[src/rtl/core/tte_pkg.sv]
// ----------------------------------------------------------------------------
// tte_pkg
// Shared types and constants for the template tag extractor.
// ----------------------------------------------------------------------------
package tte_pkg;

  // Longest directive plus one; a directive reaching MAX_DIRECTIVE-1 bytes is cut.
  localparam int MAX_DIRECTIVE = 128;
  localparam int CNT_W         = $clog2(MAX_DIRECTIVE);
  localparam logic [CNT_W:0] DIR_LIMIT = (CNT_W + 1)'(MAX_DIRECTIVE - 1);

  // Most results one input item can cause.
  localparam int MAX_RESULTS = 4;
  localparam int RES_CNT_W   = $clog2(MAX_RESULTS + 1);
  localparam int RES_IDX_W   = $clog2(MAX_RESULTS);

  // Result kinds
  localparam logic [2:0] K_TEXT  = 3'd0;
  localparam logic [2:0] K_DBYTE = 3'd1;
  localparam logic [2:0] K_TERM  = 3'd2;
  localparam logic [2:0] K_CLOSE = 3'd3;
  localparam logic [2:0] K_LONG  = 3'd4;
  localparam logic [2:0] K_ABORT = 3'd5;
  localparam logic [2:0] K_END   = 3'd6;

  // Configuration register indexes
  localparam int CFG_IDX_W = 3;
  localparam logic [CFG_IDX_W-1:0] REG_PARSE_ENABLE = 3'd0;
  localparam logic [CFG_IDX_W-1:0] REG_OPEN_FIRST   = 3'd1;
  localparam logic [CFG_IDX_W-1:0] REG_OPEN_SECOND  = 3'd2;
  localparam logic [CFG_IDX_W-1:0] REG_CLOSE_FIRST  = 3'd3;
  localparam logic [CFG_IDX_W-1:0] REG_CLOSE_SECOND = 3'd4;
  localparam logic [CFG_IDX_W-1:0] REG_TERMINATOR   = 3'd5;

  typedef struct packed {
    logic       parse_enable;
    logic [7:0] open_first;
    logic [7:0] open_second;
    logic [7:0] close_first;
    logic [7:0] close_second;
    logic [7:0] terminator;
  } cfg_t;

  typedef struct packed {
    logic [7:0] data_byte;
    logic       stream_end;
  } in_item_t;

  typedef struct packed {
    logic [2:0] kind;
    logic [7:0] out_byte;
    logic       run_last;
  } result_t;

  // All results caused by one input item, lowest index first.
  typedef struct packed {
    logic [RES_CNT_W-1:0]           count;
    result_t [MAX_RESULTS-1:0]      res;
  } bundle_t;

  function automatic result_t mk_result(logic [2:0] kind, logic [7:0] b);
    result_t r;
    r.kind     = kind;
    r.out_byte = b;
    r.run_last = 1'b0;
    return r;
  endfunction

endpackage

[src/rtl/core/tte_cfg_regs.sv]
// ----------------------------------------------------------------------------
// tte_cfg_regs
// Configuration register file with reset defaults.
// ----------------------------------------------------------------------------
module tte_cfg_regs
  import tte_pkg::*;
(
  input  logic                 clk,
  input  logic                 rst,
  input  logic                 wr_en,
  input  logic [CFG_IDX_W-1:0] wr_index,
  input  logic [7:0]           wr_data,
  output cfg_t                 cfg
);

  always_ff @(posedge clk) begin
    if (rst) begin
      cfg.parse_enable <= 1'b1;
      cfg.open_first   <= 8'd60;
      cfg.open_second  <= 8'd37;
      cfg.close_first  <= 8'd37;
      cfg.close_second <= 8'd62;
      cfg.terminator   <= 8'd59;
    end else if (wr_en) begin
      unique case (wr_index)
        REG_PARSE_ENABLE: cfg.parse_enable <= wr_data[0];
        REG_OPEN_FIRST:   cfg.open_first   <= wr_data;
        REG_OPEN_SECOND:  cfg.open_second  <= wr_data;
        REG_CLOSE_FIRST:  cfg.close_first  <= wr_data;
        REG_CLOSE_SECOND: cfg.close_second <= wr_data;
        REG_TERMINATOR:   cfg.terminator   <= wr_data;
        default: ;
      endcase
    end
  end

endmodule

[src/rtl/core/tte_parser.sv]
// ----------------------------------------------------------------------------
// tte_parser
// Scanner state and the per-byte step that forms the result bundle.
// ----------------------------------------------------------------------------
module tte_parser
  import tte_pkg::*;
(
  input  logic     clk,
  input  logic     rst,
  input  cfg_t     cfg,
  input  in_item_t item,
  input  logic     step,
  output bundle_t  bundle
);

  typedef enum logic [1:0] {
    MODE_SEARCH,
    MODE_SKIPWS,
    MODE_DIRECTIVE,
    MODE_DISCARD
  } mode_t;

  mode_t            mode, mode_next;
  logic             open_half, open_half_next;
  logic             close_half, close_half_next;
  logic             pending, pending_next;
  logic [CNT_W-1:0] count, count_next;

  logic [CNT_W:0]       cnt_inc;
  logic [7:0]           c;
  logic [RES_CNT_W-1:0] n;
  result_t [MAX_RESULTS-1:0] r;

  function automatic logic is_space(logic [7:0] b);
    return (b == 8'd32) || (b >= 8'd9 && b <= 8'd13);
  endfunction

  always_comb begin
    mode_next       = mode;
    open_half_next  = open_half;
    close_half_next = close_half;
    pending_next    = pending;
    count_next      = count;
    c               = item.data_byte;
    cnt_inc         = {1'b0, count} + 1'b1;
    n               = '0;
    r               = '0;

    if (!cfg.parse_enable) begin
      r[n[RES_IDX_W-1:0]] = mk_result(K_TEXT, c); n = n + 1'b1;
    end else begin
      case (mode)
        MODE_SEARCH: begin
          if (open_half && c == cfg.open_second) begin
            open_half_next = 1'b0;
            mode_next      = MODE_SKIPWS;
          end else if (c == cfg.open_first) begin
            // A repeated first byte restarts the match; flush the held one.
            if (open_half) begin
              r[n[RES_IDX_W-1:0]] = mk_result(K_TEXT, cfg.open_first); n = n + 1'b1;
            end
            open_half_next = 1'b1;
          end else begin
            if (open_half) begin
              r[n[RES_IDX_W-1:0]] = mk_result(K_TEXT, cfg.open_first); n = n + 1'b1;
            end
            open_half_next = 1'b0;
            r[n[RES_IDX_W-1:0]] = mk_result(K_TEXT, c); n = n + 1'b1;
          end
        end
        MODE_SKIPWS: begin
          if (!is_space(c)) begin
            // First byte is always a directive byte.
            mode_next    = MODE_DIRECTIVE;
            pending_next = 1'b0;
            count_next   = CNT_W'(1);
            r[n[RES_IDX_W-1:0]] = mk_result(K_DBYTE, c); n = n + 1'b1;
          end
        end
        MODE_DIRECTIVE: begin
          if (pending && c != cfg.close_first && c == cfg.close_second) begin
            pending_next = 1'b0;
            count_next   = '0;
            mode_next    = MODE_SEARCH;
            r[n[RES_IDX_W-1:0]] = mk_result(K_CLOSE, 8'h00); n = n + 1'b1;
          end else begin
            if (pending) begin
              r[n[RES_IDX_W-1:0]] = mk_result(K_DBYTE, cfg.close_first); n = n + 1'b1;
              pending_next = 1'b0;
            end
            if (c == cfg.terminator) begin
              count_next = '0;
              mode_next  = MODE_DISCARD;
              r[n[RES_IDX_W-1:0]] = mk_result(K_TERM, 8'h00); n = n + 1'b1;
            end else if (c == cfg.close_first && cnt_inc < DIR_LIMIT) begin
              count_next   = cnt_inc[CNT_W-1:0];
              pending_next = 1'b1;
            end else begin
              r[n[RES_IDX_W-1:0]] = mk_result(K_DBYTE, c); n = n + 1'b1;
              if (cnt_inc >= DIR_LIMIT) begin
                count_next = '0;
                mode_next  = MODE_DISCARD;
                r[n[RES_IDX_W-1:0]] = mk_result(K_LONG, 8'h00); n = n + 1'b1;
              end else begin
                count_next = cnt_inc[CNT_W-1:0];
              end
            end
          end
        end
        default: begin
          if (close_half && c == cfg.close_second) begin
            close_half_next = 1'b0;
            mode_next       = MODE_SEARCH;
          end else begin
            close_half_next = (c == cfg.close_first);
          end
        end
      endcase
      if (item.stream_end &&
          (mode_next == MODE_SKIPWS || mode_next == MODE_DIRECTIVE)) begin
        r[n[RES_IDX_W-1:0]] = mk_result(K_ABORT, 8'h00); n = n + 1'b1;
      end
    end

    if (item.stream_end) begin
      r[n[RES_IDX_W-1:0]] = mk_result(K_END, 8'h00); n = n + 1'b1;
      mode_next       = MODE_SEARCH;
      open_half_next  = 1'b0;
      close_half_next = 1'b0;
      pending_next    = 1'b0;
      count_next      = '0;
    end

    for (int i = 0; i < MAX_RESULTS; i++) begin
      r[i].run_last = (n == RES_CNT_W'(i + 1));
    end
    bundle.count = n;
    bundle.res   = r;
  end

  always_ff @(posedge clk) begin
    if (rst) begin
      mode       <= MODE_SEARCH;
      open_half  <= 1'b0;
      close_half <= 1'b0;
      pending    <= 1'b0;
      count      <= '0;
    end else if (step) begin
      mode       <= mode_next;
      open_half  <= open_half_next;
      close_half <= close_half_next;
      pending    <= pending_next;
      count      <= count_next;
    end
  end

endmodule

[src/rtl/core/tte_result_buf.sv]
// ----------------------------------------------------------------------------
// tte_result_buf
// Result register: holds one bundle and emits one result per unstalled cycle.
// ----------------------------------------------------------------------------
module tte_result_buf
  import tte_pkg::*;
(
  input  logic    clk,
  input  logic    rst,
  input  logic    load,
  input  bundle_t bundle,
  output logic    free,
  output logic    result_valid,
  input  logic    result_stall,
  output result_t result
);

  logic [RES_CNT_W-1:0]      cnt;
  result_t [MAX_RESULTS-1:0] res;
  logic                      take;

  assign result_valid = (cnt != '0);
  assign result       = res[0];
  assign take         = result_valid && !result_stall;
  assign free         = (cnt == '0) || (cnt == RES_CNT_W'(1) && !result_stall);

  always_ff @(posedge clk) begin
    if (rst) begin
      cnt <= '0;
    end else if (load) begin
      cnt <= bundle.count;
    end else if (take) begin
      cnt <= cnt - 1'b1;
    end
  end

  always_ff @(posedge clk) begin
    if (load) begin
      res <= bundle.res;
    end else if (take) begin
      for (int i = 0; i < MAX_RESULTS - 1; i++) begin
        res[i] <= res[i + 1];
      end
    end
  end

  a_cnt_range: assert property (@(posedge clk) disable iff (rst)
    cnt <= RES_CNT_W'(MAX_RESULTS))
    else $error("result count out of range");

  a_load_free: assert property (@(posedge clk) disable iff (rst)
    load |-> free)
    else $error("bundle loaded over undelivered results");

  a_last_flag: assert property (@(posedge clk) disable iff (rst)
    result_valid |-> (result.run_last == (cnt == RES_CNT_W'(1))))
    else $error("run_last does not mark the final result");

  a_drain: assert property (@(posedge clk) disable iff (rst)
    (take && !load && cnt > RES_CNT_W'(1)) |=> (cnt == $past(cnt) - 1'b1))
    else $error("result count did not advance");

endmodule

[src/rtl/core/template_tag_extractor.sv]
// ----------------------------------------------------------------------------
// template_tag_extractor
// Splits a byte stream into plain text and template directives.
// ----------------------------------------------------------------------------
// One page byte enters per item. Plain text comes out as text results; the
// bytes of a directive between the opening and closing marks come out as
// directive bytes, framed by terminator, close, too-long, aborted and
// stream-end results. Each accepted byte lands in an input register, is
// scanned combinationally against the parser state, and its zero to four
// results are loaded together into a result register. While result_stall
// is low, it presents them one per cycle, the last carrying run_last, and
// a byte that causes at most one result sustains one byte per clock; one
// that causes more holds the single result port until its last is taken.
// Each byte passes the input register, then the result register. The
// config port is always ready; write it only while the block is idle.
// ----------------------------------------------------------------------------
module template_tag_extractor
  import tte_pkg::*;
(
  input  logic                 clk,
  input  logic                 rst,
  // configuration write channel
  input  logic                 cfg_valid,
  output logic                 cfg_ready,
  input  logic [CFG_IDX_W-1:0] cfg_index,
  input  logic [7:0]           cfg_data,
  // page bytes
  input  logic                 item_valid,
  output logic                 item_stall,
  input  in_item_t             item,
  // results
  output logic                 result_valid,
  input  logic                 result_stall,
  output result_t              result
);

  cfg_t     cfg;
  in_item_t item_q;
  logic     item_vq;
  logic     step;
  logic     buf_free;
  bundle_t  bundle;

  // Register writes never stall.
  assign cfg_ready = 1'b1;

  tte_cfg_regs u_cfg (
    .clk      (clk),
    .rst      (rst),
    .wr_en    (cfg_valid),
    .wr_index (cfg_index),
    .wr_data  (cfg_data),
    .cfg      (cfg)
  );

  // Scan the held item when the result register can take its bundle;
  // accept a new item when none is held or the held one leaves in the same cycle.
  assign step       = item_vq && buf_free;
  assign item_stall = item_vq && !buf_free;

  always_ff @(posedge clk) begin
    if (rst) begin
      item_vq <= 1'b0;
    end else if (item_valid && !item_stall) begin
      item_vq <= 1'b1;
    end else if (step) begin
      item_vq <= 1'b0;
    end
  end

  always_ff @(posedge clk) begin
    if (item_valid && !item_stall) begin
      item_q <= item;
    end
  end

  tte_parser u_parser (
    .clk    (clk),
    .rst    (rst),
    .cfg    (cfg),
    .item   (item_q),
    .step   (step),
    .bundle (bundle)
  );

  tte_result_buf u_rbuf (
    .clk          (clk),
    .rst          (rst),
    .load         (step),
    .bundle       (bundle),
    .free         (buf_free),
    .result_valid (result_valid),
    .result_stall (result_stall),
    .result       (result)
  );

  a_step_held: assert property (@(posedge clk) disable iff (rst)
    step |-> item_vq)
    else $error("scan step without a held item");

  a_stall_reason: assert property (@(posedge clk) disable iff (rst)
    item_stall |-> (result_valid && item_vq))
    else $error("input stalled while results are free");

  a_hold_item: assert property (@(posedge clk) disable iff (rst)
    (item_vq && !step) |=> (item_vq && $stable(item_q)))
    else $error("held item lost before scan");

endmodule
[config.mk]
export PLATFORM = sky130hd
export DESIGN_NAME = template_tag_extractor
export DESIGN_NICKNAME = d
export VERILOG_FILES = /design/src/rtl/core/tte_pkg.sv /design/src/rtl/core/tte_cfg_regs.sv /design/src/rtl/core/tte_parser.sv /design/src/rtl/core/tte_result_buf.sv /design/src/rtl/core/template_tag_extractor.sv
export SDC_FILE = /design/constraint.sdc
export NUM_CORES = 1
export LEC_CHECK = 0
export ABC_AREA = 0
export BUFFER_PORTS_ARGS = -buffer_cell sky130_fd_sc_hd__clkbuf_2
export CORE_MARGIN = 5
export CORE_UTILIZATION = 60
export CTS_CLUSTER_DIAMETER = 80
export DETAILED_ROUTE_END_ITERATION = 8
export PLACE_DENSITY = 0.78
export SLEW_MARGIN = 20
export SYNTH_ARGS = -nofsm -noshare
export SYNTH_HDL_FRONTEND = slang
export SYNTH_HIERARCHICAL = 1
export SYNTH_SLANG_ARGS = --single-unit
export TNS_END_PERCENT = 50
[constraint.sdc]
create_clock -name clk -period 4.8 [get_ports clk]
set_input_delay 0 -clock clk [delete_from_list [all_inputs] [get_ports clk]]
set_output_delay 0 -clock clk [all_outputs]
set_load 0.05 [all_outputs]
# [Word-level counts from Yosys, hierarchy flattened]
# Index checks and enable logic that the tools add are counted.
[totals] register_bits=114 latch_bits=0 ram_bits=0 romBits=0 output_inout_bits=15 elab_cells=226 memories=0
[classes] addsub=7 mul=0 div=0 n_lt_le_gt_ge=14 eq_ne=23 shifts=0 mux=100 bitwise=12 n_reduce_logical=43
[op_table] cell="48-bit 2-to-1 mux" count=6
[op_table] cell="36-bit 2-to-1 mux" count=6
[op_table] cell="12-bit 2-to-1 mux" count=16
[op_table] cell="12-bit demux with 2-bit select" count=5
[op_table] cell="48-bit bitwise mux" count=2
[op_table] cell="44-bit inverter" count=2
[op_table] cell="40-bit bitwise AND" count=2
[op_table] cell="40-bit inverter" count=2
[op_table] cell="36-bit one-hot mux with 2 select lines" count=1
[op_table] cell="3-bit 2-to-1 mux" count=19
[op_table] cell="7-bit 2-to-1 mux" count=7
[op_table] cell="11-bit by 44-bit bitwise AND with 44-bit output" count=1
[op_table] cell="44-bit bitwise AND" count=1
[op_table] cell="8-bit equality test" count=5
[op_table] cell="12-bit one-hot mux with 3 select lines" count=1
[op_table] cell="1-bit 2-to-1 mux" count=20
[op_table] cell="10-bit 2-to-1 mux" count=2
[op_table] cell="2-bit 2-to-1 mux" count=10
[op_table] cell="1-bit logical AND" count=17
[op_table] cell="8-bit OR" count=2
[op_table] cell="3-bit by 1-bit adder with 3-bit output (second input constant)" count=5
[op_table] cell="2-bit by 3-bit < comparator with 1-bit output (second input constant)" count=5
[op_table] cell="7-bit one-hot mux with 2 select lines" count=1
[op_table] cell="2-bit AND reduction" count=7
[op_table] cell="31 further kinds" count=54

# [Longest topological paths before layout]
[depth] word_depth=25 mapped_depth=23

# [Hierarchy]
# The synthesis kept the hierarchy.
[by_module_without_submodules] module="tte_parser" instances=1 cells_per_inst=352 area_each_um2=2539.9 seq_area_each_um2=240.2
[by_module_without_submodules] module="tte_result_buf" instances=1 cells_per_inst=128 area_each_um2=2174.6 seq_area_each_um2=1501.4
[by_module_without_submodules] module="tte_cfg_regs" instances=1 cells_per_inst=157 area_each_um2=1674.1 seq_area_each_um2=820.8
[by_module_without_submodules] module="template_tag_extractor" instances=1 cells_per_inst=16 area_each_um2=337.8 seq_area_each_um2=290.3

# [Least setup slack after synthesis]
# Ideal clock, no wire load.
[synth_path] path_kind="register to register" start="register u_parser.count[0]" end="register u_rbuf.res, in the netlist u_rbuf/result[0] (data pin)" setup_time_ps=129 arrival_ps=4222 required_ps=4671 slack_ps=449 stages_incl_launch_ff=21 n_path_buf=1 path_cell_list="dfxtp_1 ha_1 nand2b_1 a211oi_1 o21ai_1 inv_1 ha_1 nand2_1 o41ai_1 o32ai_1 buf_6 ha_1 nand2_1 or3_1 o211a_1 ha_1 inv_1 ha_1 or4_1 a22oi_1 mux2_2"
[synth_lines] element="start, declared" line="tte_parser.sv:27" source="logic [CNT_W-1:0] count, count_next;"
[synth_lines] element="start signal, assigned" line="tte_parser.sv:153" source="count <= count_next;"
[synth_lines] element="end signal, assigned" line="tte_result_buf.sv:39" source="res <= bundle.res;"
[synth_lines] element="end signal, assigned by index" line="tte_result_buf.sv:42" source="res[i] <= res[i + 1];"
[synth_lines] element="end, declared" line="tte_result_buf.sv:19" source="result_t [MAX_RESULTS-1:0] res;"

==> metrics.txt <==
worst-skew pair later-pin latency 0.42 ns; Slew Limit Fails 0; Placer Congestion 0.948; largest family of logic cells by synthesized area simple AND/OR/NAND/NOR gates; Seq/Total Area, Yosys 0.424; reg2reg setup slack 0.24 ns; # port buffers 38; per-cell routed wire length 18.7 um; Post-Synth XOR/XNOR Area 0.0573; boundary pin count 40; largest net degree at the start of global routing 72; fraction of layout cells with a size suffix above 1 0.215; vias post-DR 5,083; Die W 116 um; # diodes 0; Nets 736; hold_sp cfg_valid; FF+latch count, synth 114; post-route setup slack 0.239 ns; Crit path required time 5.09 ns; Fin Hold WS 0.0679 ns; Adder-Cell Fraction of Synth Area 0.0298; final global-route overflow total 0; fraction of registers with async set/reset 0; die footprint 0.0134 mm2; R2R depth 20; period utilization 0.950; CTS tree done; placed cells 784; Final Hold Viols 0; startpoint class of the critical path flop; CTS sink cnt 114; Synth warnings 6; cell taking the most area after synthesis edfxtp_1; status complete, no violations; initial DRC count 546; clk_skew 0.00803 ns; library cells used by synthesis 72; Post-Synthesis Cells 653; leak pwr 2.98 nW; fin cells 848; std cell rows 38; CP Data Arrival Time 4.85 ns; post-route cell area 0.00768 mm2; drt pass-1 iters 5; Tmin final 4.56 ns; Core Region 0.0109 mm2; top-area cell type share of the netlist area 0.254; Initial Util 0.615; Via density 5.99; Synth Area in Simple Gates 0.158; number of synthesized flops with an enable pin 57; hold path endpoint u_cfg/cfg[40]; main flop type after synthesis edfxtp_1; TritonCTS Buffers 17; final core utilization 0.702; overall power 3.65 mW; Fillers 783; Synth Area in Compound Gates 0.124; Max-Cap Viols 0; Setup CP Type flop to flop; slew of the pin with the lowest slew margin 0.893 ns; critical path endpoint category flop; Hold Path Stages 3; mux cell area share after synthesis 0.121; initial antenna violation count 0; All-Layer GR Usage 0.241; Area Growth Syn to Fin 14.2%; Routed Antenna Nets 0; Max transition margin 0.403; largest cells by area after synthesis edfxtp_1 25%, dfxtp_1 17%, mux2i_1 6.1%; Critical Path Fanout Max 6; first-pass GRT wire length 25,100 um; VDD IR max 464 uV; H-Tree Depth 4; power density over the cells 475 mW/mm2; worst-case clock buffer depth 2; Mapped Area 0.00673 mm2; Clk pin slew, worst setup/hold paths 0.06 ns; drt total wl 15,900 um; Final TNS setup 0 ns; DRC 0; reg2reg start u_parser/count[0]; DP HPWL 10,200 um; worst reg2reg endpoint u_rbuf/result[0]; syn avg cell area 10.3 um2; max frequency 219 MHz; vias in the first global route 4,953; die height 116 um; min-delay worst type input port to flop; placed cell areas 0.00674 mm2; DP Worst Slack 0.112 ns; CTS root buf clkbuf_16; Finish-stage setup viols 0
## worst max path at each step
| stage | from | end | slack, ns | cells past startpoint |
|---|---|---|---|---|
| floorplan | u_parser/count[0] | u_rbuf/result[0] | 0.45 | 20 |
| global placement | u_parser/count[0] | u_rbuf/result[0] | 0.34 | 19 |
| detailed placement | u_parser/count[0] | u_rbuf/result[0] | 0.11 | 19 |
| CTS | u_parser/count[0] | u_rbuf/result[0] | 0.09 | 19 |
| global route | u_parser/count[0] | u_rbuf/result[0] | -0.06 | 20 |
| finish | u_parser/count[0] | u_rbuf/result[0] | 0.24 | 20 |
## state kept, by name, summed over array words and instances (netlist names)
signal,flops
u_rbuf/cnt,3
u_parser/close_half,1
u_rbuf/res,36
u_parser/count,7
item_q,9
u_rbuf/result,12
u_parser/open_half,1
u_parser/mode,2
u_parser/pending,1
item_vq,1
u_cfg/cfg,41
## layout make-up
class	count	area, um2	area share
clock buffer	20	480	0.0626
inverter	22	82.6	0.0108
timing repair buffer	79	568	0.0740
sequential	114	2850	0.372
multi-input combinational	461	3430	0.446
clock inverter	12	91.3	0.0119
tap	140	175	0.0228
## synth_stat cells (3+ instances only)
library cell / instances
or3_1: 3
nand2b_1: 30
a31oi_1: 4
o22ai_1: 3
nor3_1: 5
buf_6: 11
mux2i_1: 41
o21ai_1: 4
a32oi_1: 5
o41ai_1: 3
xor2_1: 9
and3_1: 5
o21ai_0: 14
xnor2_1: 35
o31ai_1: 3
buf_2: 11
a211oi_1: 6
o21bai_1: 4
nand4bb_1: 3
nand3b_1: 4
a311oi_1: 3
nor4_1: 4
nand2_1: 20
dfxtp_1: 57
nor2_1: 66
clkbuf_1: 14
inv_1: 21
edfxtp_1: 57
nand4_1: 8
a22o_1: 18
a22oi_1: 3
ha_1: 16
mux2_2: 36
and2_1: 5
a21oi_1: 22
and4_1: 3
or4_1: 4
nand3_1: 17
buf_4: 33
## cell families after synthesis
logic type / Yosys count
AO/OA/AOI/OAI: 113
XOR/XNOR: 44
adder cells (fa/ha/maj): 16
buffers and inverters: 93
flip-flops: 114
multiplexers: 77
other: 2
AND/OR/NAND/NOR: 194
## power by group
part / internal (mW) / leakage (nW) / switching (mW) / total (mW)
Sequential: 1.34 / 1.01 / 0.0925 / 1.43
Clock: 0.730 / 0.286 / 0.476 / 1.21
Combinational: 0.369 / 1.69 / 0.640 / 1.01
Total: 2.44 / 2.98 / 1.21 / 3.65
## routing by layer
layer,wire [um],GRT usage
met4,335,0.0913
met5,0,0
met2,8130,0.425
met1,6510,0.292
met3,881,0.0444
## layout by cell type, fill, tap and decap left out, drive strengths merged, types with 7 or more instances in the layout
master       count
clkbuf          59
mux2            36
inv             27
dlygate4sd3     21
nor2            67
buf             19
nand2           20
nand3           17
ha              16
xor2             9
xnor2           35
a21oi           22
conb            17
mux2i           41
a22o            18
o21ai           18
nand4            9
edfxtp          57
a211oi           7
nand2b          30
dfxtp           57
## timing repair
item,4_1_cts,5_1_grt
resized for setup,0,12
endpoints found under the hold margin,47,0
buffers inserted,0,10
endpoints found under the setup margin,0,11
hold buffers,21,0
## worst max-delay path, cell delays in order (launching register included)
cell      delay, ns
dfxtp_2        0.39
inv_1          0.06
ha_1           0.24
nand2b_1       0.10
o32ai_2        0.09
o21ai_2        0.22
inv_2          0.11
ha_1           0.33
nand2_1        0.07
o41ai_2        0.27
o32ai_2        0.17
ha_1           0.29
nand2_1        0.08
or3_1          0.34
o211a_1        0.16
ha_1           0.20
inv_1          0.11
ha_1           0.31
or4_1          0.53
a22oi_1        0.19
mux2_2         0.17
(Power assumes the default switching activity.)
